### src/b64e_pkg.sv
`timescale 1ns / 1ps

package b64e_pkg;

    // ascii codes used by the encoder
    localparam logic [6:0] PAD_CHAR   = 7'd61;  // '='
    localparam logic [6:0] PLUS_CHAR  = 7'd43;  // '+'
    localparam logic [6:0] SLASH_CHAR = 7'd47;  // '/'
    localparam logic [6:0] UPPER_A    = 7'd65;  // 'A'
    localparam logic [6:0] LOWER_A    = 7'd97;  // 'a'
    localparam logic [6:0] DIGIT_0    = 7'd48;  // '0'

    // one request's worth of output characters, passed from front to back
    typedef struct packed {
        logic [3:0][6:0] chars;     // characters in emit order, index 0 first
        logic [1:0]      last_idx;  // index of the final character (count - 1)
        logic            last;      // final character closes the message
    } t_entry;

    // map a sextet onto the standard alphabet
    function automatic logic [6:0] alpha(input logic [5:0] v);
        logic [6:0] v7;
        v7 = {1'b0, v};
        if (v < 6'd26) begin
            return UPPER_A + v7;
        end else if (v < 6'd52) begin
            return LOWER_A + v7 - 7'd26;
        end else if (v < 6'd62) begin
            return DIGIT_0 + v7 - 7'd52;
        end else if (v == 6'd62) begin
            return PLUS_CHAR;
        end else begin
            return SLASH_CHAR;
        end
    endfunction

endpackage

### src/base64_stream_encoder.sv
`timescale 1ns / 1ps

// base64 stream encoder, standard alphabet with '=' padding
// input stream: one message byte per request on s_axis, tlast marks the
//   final byte of a message
// output stream: one ascii character per request on m_axis, tlast marks
//   the final character of the encoded message
// a byte yields one or two characters as their sextets complete; the last
//   byte flushes any partial sextet and pads the group with up to two '='
// with the queue and back end idle, an accepted byte is written into the
//   queue, then loaded into the back end's held entry, from which the first
//   character of the byte is presented
// throughput: one character per cycle at the output while the receiver is
//   ready and entries are waiting, set by the back end handing out one
//   character of its held entry per cycle; bytes are taken back to back as
//   long as the two-entry queue between front and back has room, and a byte
//   yields one or two characters (up to four for a closing byte)
// when the receiver stalls, characters hold and the queue fills; s_axis
//   tready drops only once both queue entries are occupied
// reset clears the group position, the queue and the output; the encoder
//   then starts at the beginning of a group

module base64_stream_encoder (
    input  logic       i_clk,
    input  logic       i_rst_n,
    input  logic       s_axis_tvalid,
    output logic       s_axis_tready,
    input  logic [7:0] s_axis_tdata,   // [7:0] data_byte
    input  logic       s_axis_tlast,   // end_of_message
    output logic       m_axis_tvalid,
    input  logic       m_axis_tready,
    output logic [7:0] m_axis_tdata,   // [6:0] out_char, [7] zero
    output logic       m_axis_tlast    // out_last
);

    b64e_pkg::t_entry w_push_entry;
    b64e_pkg::t_entry w_head_entry;
    logic             w_push;
    logic             w_pop;
    logic             w_full;
    logic             w_empty;
    logic [6:0]       w_char;

    // front: group tracking and character build
    b64e_front u_front (
        .i_clk   (i_clk),
        .i_rst_n (i_rst_n),
        .i_valid (s_axis_tvalid),
        .i_byte  (s_axis_tdata),
        .i_eom   (s_axis_tlast),
        .i_full  (w_full),
        .o_ready (s_axis_tready),
        .o_push  (w_push),
        .o_entry (w_push_entry)
    );

    // queue between front and back
    b64e_fifo u_fifo (
        .i_clk   (i_clk),
        .i_rst_n (i_rst_n),
        .i_push  (w_push),
        .i_entry (w_push_entry),
        .i_pop   (w_pop),
        .o_full  (w_full),
        .o_empty (w_empty),
        .o_entry (w_head_entry)
    );

    // back: character serializer
    b64e_back u_back (
        .i_clk   (i_clk),
        .i_rst_n (i_rst_n),
        .i_empty (w_empty),
        .i_entry (w_head_entry),
        .o_pop   (w_pop),
        .i_ready (m_axis_tready),
        .o_valid (m_axis_tvalid),
        .o_char  (w_char),
        .o_last  (m_axis_tlast)
    );

    assign m_axis_tdata = {1'b0, w_char};

endmodule

### src/b64e_front.sv
`timescale 1ns / 1ps

module b64e_front (
    input  logic             i_clk,
    input  logic             i_rst_n,
    input  logic             i_valid,
    input  logic [7:0]       i_byte,
    input  logic             i_eom,
    input  logic             i_full,
    output logic             o_ready,
    output logic             o_push,
    output b64e_pkg::t_entry o_entry
);

    typedef enum logic [1:0] {
        POS0,
        POS1,
        POS2
    } t_pos;

    t_pos       r_pos, n_pos;
    logic [3:0] r_left, n_left;

    // accept whenever the queue has room
    assign o_ready = !i_full;
    assign o_push  = i_valid && !i_full;

    // classify the byte by group position and build its characters
    always_comb begin
        o_entry.chars    = '0;
        o_entry.last_idx = 2'd0;
        o_entry.last     = i_eom;
        n_pos            = r_pos;
        n_left           = r_left;
        unique case (r_pos)
            POS1: begin
                o_entry.chars[0] = b64e_pkg::alpha({r_left[1:0], i_byte[7:4]});
                if (i_eom) begin
                    o_entry.chars[1] = b64e_pkg::alpha({i_byte[3:0], 2'b00});
                    o_entry.chars[2] = b64e_pkg::PAD_CHAR;
                    o_entry.last_idx = 2'd2;
                end else begin
                    n_pos  = POS2;
                    n_left = i_byte[3:0];
                end
            end
            POS2: begin
                o_entry.chars[0] = b64e_pkg::alpha({r_left, i_byte[7:6]});
                o_entry.chars[1] = b64e_pkg::alpha(i_byte[5:0]);
                o_entry.last_idx = 2'd1;
                n_pos            = POS0;
                n_left           = 4'd0;
            end
            default: begin
                o_entry.chars[0] = b64e_pkg::alpha(i_byte[7:2]);
                if (i_eom) begin
                    o_entry.chars[1] = b64e_pkg::alpha({i_byte[1:0], 4'b0000});
                    o_entry.chars[2] = b64e_pkg::PAD_CHAR;
                    o_entry.chars[3] = b64e_pkg::PAD_CHAR;
                    o_entry.last_idx = 2'd3;
                end else begin
                    n_pos  = POS1;
                    n_left = {2'b00, i_byte[1:0]};
                end
            end
        endcase
        // end of message returns to the start of a group
        if (i_eom) begin
            n_pos  = POS0;
            n_left = 4'd0;
        end
    end

    // group state
    always_ff @(posedge i_clk) begin
        if (!i_rst_n) begin
            r_pos  <= POS0;
            r_left <= 4'd0;
        end else if (o_push) begin
            r_pos  <= n_pos;
            r_left <= n_left;
        end
    end

endmodule

### src/b64e_fifo.sv
`timescale 1ns / 1ps

module b64e_fifo (
    input  logic             i_clk,
    input  logic             i_rst_n,
    input  logic             i_push,
    input  b64e_pkg::t_entry i_entry,
    input  logic             i_pop,
    output logic             o_full,
    output logic             o_empty,
    output b64e_pkg::t_entry o_entry
);

    localparam int DEPTH = 2;

    b64e_pkg::t_entry r_mem [DEPTH];
    logic             r_wr_ptr;
    logic             r_rd_ptr;
    logic [1:0]       r_count;

    assign o_full  = (r_count == 2'(DEPTH));
    assign o_empty = (r_count == 2'd0);
    assign o_entry = r_mem[r_rd_ptr];

    // entry storage
    always_ff @(posedge i_clk) begin
        if (i_push) begin
            r_mem[r_wr_ptr] <= i_entry;
        end
    end

    // pointers and fill count
    always_ff @(posedge i_clk) begin
        if (!i_rst_n) begin
            r_wr_ptr <= 1'b0;
            r_rd_ptr <= 1'b0;
            r_count  <= 2'd0;
        end else begin
            if (i_push) begin
                r_wr_ptr <= !r_wr_ptr;
            end
            if (i_pop) begin
                r_rd_ptr <= !r_rd_ptr;
            end
            if (i_push && !i_pop) begin
                r_count <= r_count + 2'd1;
            end else if (i_pop && !i_push) begin
                r_count <= r_count - 2'd1;
            end
        end
    end

endmodule

### src/b64e_back.sv
`timescale 1ns / 1ps

module b64e_back (
    input  logic             i_clk,
    input  logic             i_rst_n,
    input  logic             i_empty,
    input  b64e_pkg::t_entry i_entry,
    output logic             o_pop,
    input  logic             i_ready,
    output logic             o_valid,
    output logic [6:0]       o_char,
    output logic             o_last
);

    b64e_pkg::t_entry r_entry;
    logic [1:0]       r_idx;
    logic             r_busy;
    logic             w_final;

    // current entry drains one character per taken request
    assign w_final = (r_idx == r_entry.last_idx);
    assign o_valid = r_busy;
    assign o_char  = r_entry.chars[r_idx];
    assign o_last  = r_entry.last && w_final;
    assign o_pop   = !i_empty && (!r_busy || (i_ready && w_final));

    // held entry and character index
    always_ff @(posedge i_clk) begin
        if (!i_rst_n) begin
            r_busy <= 1'b0;
            r_idx  <= 2'd0;
        end else if (o_pop) begin
            r_busy <= 1'b1;
            r_idx  <= 2'd0;
        end else if (r_busy && i_ready) begin
            if (w_final) begin
                r_busy <= 1'b0;
            end else begin
                r_idx <= r_idx + 2'd1;
            end
        end
    end

    always_ff @(posedge i_clk) begin
        if (o_pop) begin
            r_entry <= i_entry;
        end
    end

endmodule

### config.mk
export PLATFORM = sky130hd
export DESIGN_NAME = base64_stream_encoder
export DESIGN_NICKNAME = d
export VERILOG_FILES = /design/src/b64e_pkg.sv /design/src/base64_stream_encoder.sv /design/src/b64e_front.sv /design/src/b64e_fifo.sv /design/src/b64e_back.sv
export SDC_FILE = /design/constraint.sdc
export NUM_CORES = 1
export LEC_CHECK = 0
export ABC_AREA = 1
export BUFFER_PORTS_ARGS = -buffer_cell sky130_fd_sc_hd__buf_2
export CAP_MARGIN = 20
export CORE_MARGIN = 2
export CORE_UTILIZATION = 60
export DETAILED_ROUTE_END_ITERATION = 8
export GPL_TIMING_DRIVEN = 1
export HOLD_SLACK_MARGIN = 0.1
export MAX_ROUTING_LAYER = met4
export PLACE_DENSITY = 0.78
export SLEW_MARGIN = 25
export SYNTH_ARGS = -nofsm -noshare
export SYNTH_HDL_FRONTEND = slang
export SYNTH_SLANG_ARGS = --single-unit
### constraint.sdc
create_clock -name i_clk -period 2.9 [get_ports i_clk]
set_clock_uncertainty 0.2 [all_clocks]
set_input_delay 0.87 -clock i_clk [delete_from_list [all_inputs] [get_ports i_clk]]
set_output_delay 0.87 -clock i_clk [all_outputs]
set_load 0.02 [all_outputs]
==> summary.md <==
| Metric | Value |
|---|---|
| Nets | `~640` |
| Root Driver | `clkbuf_8` |
| RePlAce Congestion | `between 0.9 and 1` |
| Met3 Track Usage GR | `0.0230` |
| Initial DRC count | `280` |
| Crit-path max FO | `12` |
| Min-Delay Endpoint | `u_front.r_pos[0]` |
| Pwr Density | `688 nW/um^2` |
| Die area | `8460 um^2` |
| Seq cells post-synth | `67` |
| Bufs on Longest Clock Path | `2` |
| Placed wire-length estimate | `~8000 um` |
| WL final | `approximately 10000 um` |
| First-pass DRT Iterations | `5` |
| CTS Buf Count | `9` |
| Post-synthesis instance area | `4650 um^2` |
| Critical path arrival | `1.65 ns` |
| Pwr Total | `3.45 mW` |
| Met1 Usage GRT | `0.336` |
| Initial antenna violation count | `0` |
| Cell with the most instances after synthesis | `nand2_1` |
| DR WL/cell | `14.8 um` |
| CTS tree | `done` |
| Reg2reg start | `u_front.r_left[0]` |
| First-pass GRT wire length | `17500 um` |
| Fill count | `686` |
| Tot GR Track Use | `0.267` |
| Layout area overhead | `7.92%` |
| # H-tree levels | `3` |
| Clock-pin slew on the worst setup and hold paths | `0.07 ns` |
| Gr ovfl total | `0` |
| Cell taking the most area after synthesis | `edfxtp_1` |
| Starting Density | `0.611` |
| Share of cells above drive strength 1 | `0.186` |
| Clk_lat worst skew | `about 0.34 ns` |
| Min-delay src | `u_front.r_pos[0]` |
| Largest net degree at the start of global routing | `21` |
| Worst r2r dst | `u_fifo.r_mem[0][4]` |
| # clock sinks | `67` |
| # hold bufs at CTS | `0` |
| Flop-to-flop setup slack | `0.56 ns` |
| Setup crit start kind | `flip-flop` |
| Register area share after synthesis | `0.405` |
| Vias in the first global route | `roughly 3700` |
| Avg Cell Area, Syn | `between 8 and 9 um^2` |
| R2R cell count | `10` |
| Rows | `32` |
| Reg area | `1880 um^2` |
| Overall via count from detail_route | `3904` |
| Synth top area share | `0.349` |
| Ant. Diodes | `0` |
| Chip Height | `slightly above 90 um` |
| Setup Crit Path Kind | `flip-flop to output port` |
| Headroom to the max-slew limit | `0.419` |
| Pin slew with the least headroom to its limit | `0.871 ns` |
| Synth area leaders | `edfxtp_1 35%, nand2_1 11%, nand3_1 7.1%` |
| Drt via density | `5.55` |
| Post-synth top flop | `edfxtp_1` |
| MaxCap Viol Count | `0` |
| Crit. End Element | `output port` |
| Synth cell count leaders | `139 x nand2_1, 66 x nand3_1, 54 x edfxtp_1` |
| I/O pin cnt | `24` |
| Hold Vio Cnt, Final | `0` |
| RSZ-0062 raised after global routing | `no` |
| Number of synthesized flops with an enable pin | `54` |
| Placed insts | `688` |
| DRC violations left | `0` |
| Setup TNS | `0 ns` |
| Lkg Pwr | `about 2.2 nW` |
| Post-route insts no fill | `704` |
| Worst Hold Depth | `2` |
| Port bufs | `22` |
| Core area | `7610 um^2` |
| Share of flip-flops with an asynchronous set or reset | `0` |
| Synth Instances | `571` |
| Post-Syn Nets | `609` |
| Tightest Hold Check Type | `flip-flop to flip-flop` |
| Synth warn | `0` |
| Min Tclk post-route | `2.72 ns` |
| Busiest grt layer | `met2` |
| Final setup fails | `0` |
| Run status | `complete, no violations` |
| Unique masters post-synth | `41` |
| Chip Width | `92.0 um` |
| Max VDD drop | `around 0.27 mV` |
| Tcrit/Tclk final | `0.937` |
| Routed Antenna Nets | `0` |
| Req. time, crit path | `roughly 1.8 ns` |
| Maximum clock rate | `368 MHz` |
| Area of the multi-input gates | `2400 um^2` |
| Met2 Use GR | `0.442` |
| Count of pins over their slew limit | `0` |
routing by layer:
layer | vias up | routed length (um)
li1 | 1972 | -
met1 | 1793 | 4550
met2 | 117 | 5160
met3 | 22 | 414
met4 | 0 | 312
met5 | - | 0
cell type report:
type | count | share of cell area
Multi-Input combinational cell | 425 | 0.479
Clock inverter | 5 | 0.00574
Clock buffer | 11 | 0.0282
Sequential cell | 67 | 0.375
Tap cell | 102 | 0.0254
Timing Repair Buffer | 35 | 0.0414
Inverter | 59 | 0.0454
state kept, by name (all words and copies together) (netlist names):
name / cells
u_back.o_valid: 1
u_back.r_entry: 18
u_back.r_idx: 2
u_fifo.r_count: 2
u_fifo.r_mem: 36
u_fifo.r_rd_ptr: 1
u_fifo.r_wr_ptr: 1
u_front.r_left: 4
u_front.r_pos: 2
cells by family (layout without fill, tap and decap cells):
group,Yosys count,after routing,synth area share
DFF,67,67,0.405
adders and majority gates,25,25,0.0673
and+or+nand+nor,288,288,0.286
buffers and inverters,79,110,0.0786
muxes,18,18,0.0436
AOI/OAI and AO/OA,81,81,0.0959
xor gates and xnor gates,12,12,0.0226
other,1,1,0.000807
per-stage QoR:
step	hold slack (ns)	worst slack [ns]	cell area, um^2	utilization
finish	0.307	0.183	5010	0.659
global route	0.325	0.0110	5010	0.659
CTS	0.310	0.0552	5010	0.659
detailed placement	0.302	0.147	4840	0.637
global placement	0.275	0.160	4840	0.637
floorplan	0.259	0.341	4650	-
how the worst max path moves through the flow:
stage          slack (ns)             endpoint  cells past startpoint             from
2_1_floorplan        0.34   u_fifo.r_mem[1][0]                      3    s_axis_tvalid
3_3_place_gp         0.16   u_fifo.r_mem[0][3]                      9  s_axis_tdata[4]
3_5_place_dp         0.15  u_fifo.r_mem[0][15]                     13  s_axis_tdata[3]
4_1_cts              0.06      m_axis_tdata[5]                      4  u_back.r_idx[0]
5_1_grt              0.01      m_axis_tdata[2]                      4  u_back.r_idx[0]
6_report             0.18      m_axis_tdata[5]                      4  u_back.r_idx[0]
what timing repair did:
item                                    4_1_cts  5_1_grt
endpoints found under the setup margin        0        5
buffers inserted                              0        0
resized for setup                             0        1
power by group:
group / total [mW] / internal (mW) / switching (mW)
clock: 0.653 / 0.329 / 0.325
sequential: 1.56 / 1.41 / 0.152
combinational: 1.24 / 0.442 / 0.793
total: 3.45 / 2.18 / 1.27
critical path: stages, from the launching register on:
cell and delay, ns:
dfxtp_1 0.48, inv_1 0.23, o21ai_1 0.29, o21ai_0 0.14, buf_2 0.18
cells in the final DEF, fill, tap and decap left out, drive strengths merged:
cell type,synthesis,routed
xnor2,5,5
clkinv,2,7
nor4,2,2
ha,25,25
edfxtp,54,54
o21ai,41,41
a211oi,2,2
nor3,5,5
nand3,68,68
dfxtp,13,13
o2111ai,1,1
inv,57,57
buf,18,35
conb,1,1
o211ai,9,9
a31oi,1,1
nor2,57,57
mux2,18,18
nand4,4,4
clkbuf,2,11
nand2,149,149
or2,3,3
a21oi,27,27
xor2,7,7
Note: power is estimated with default switching activity, not from simulation.
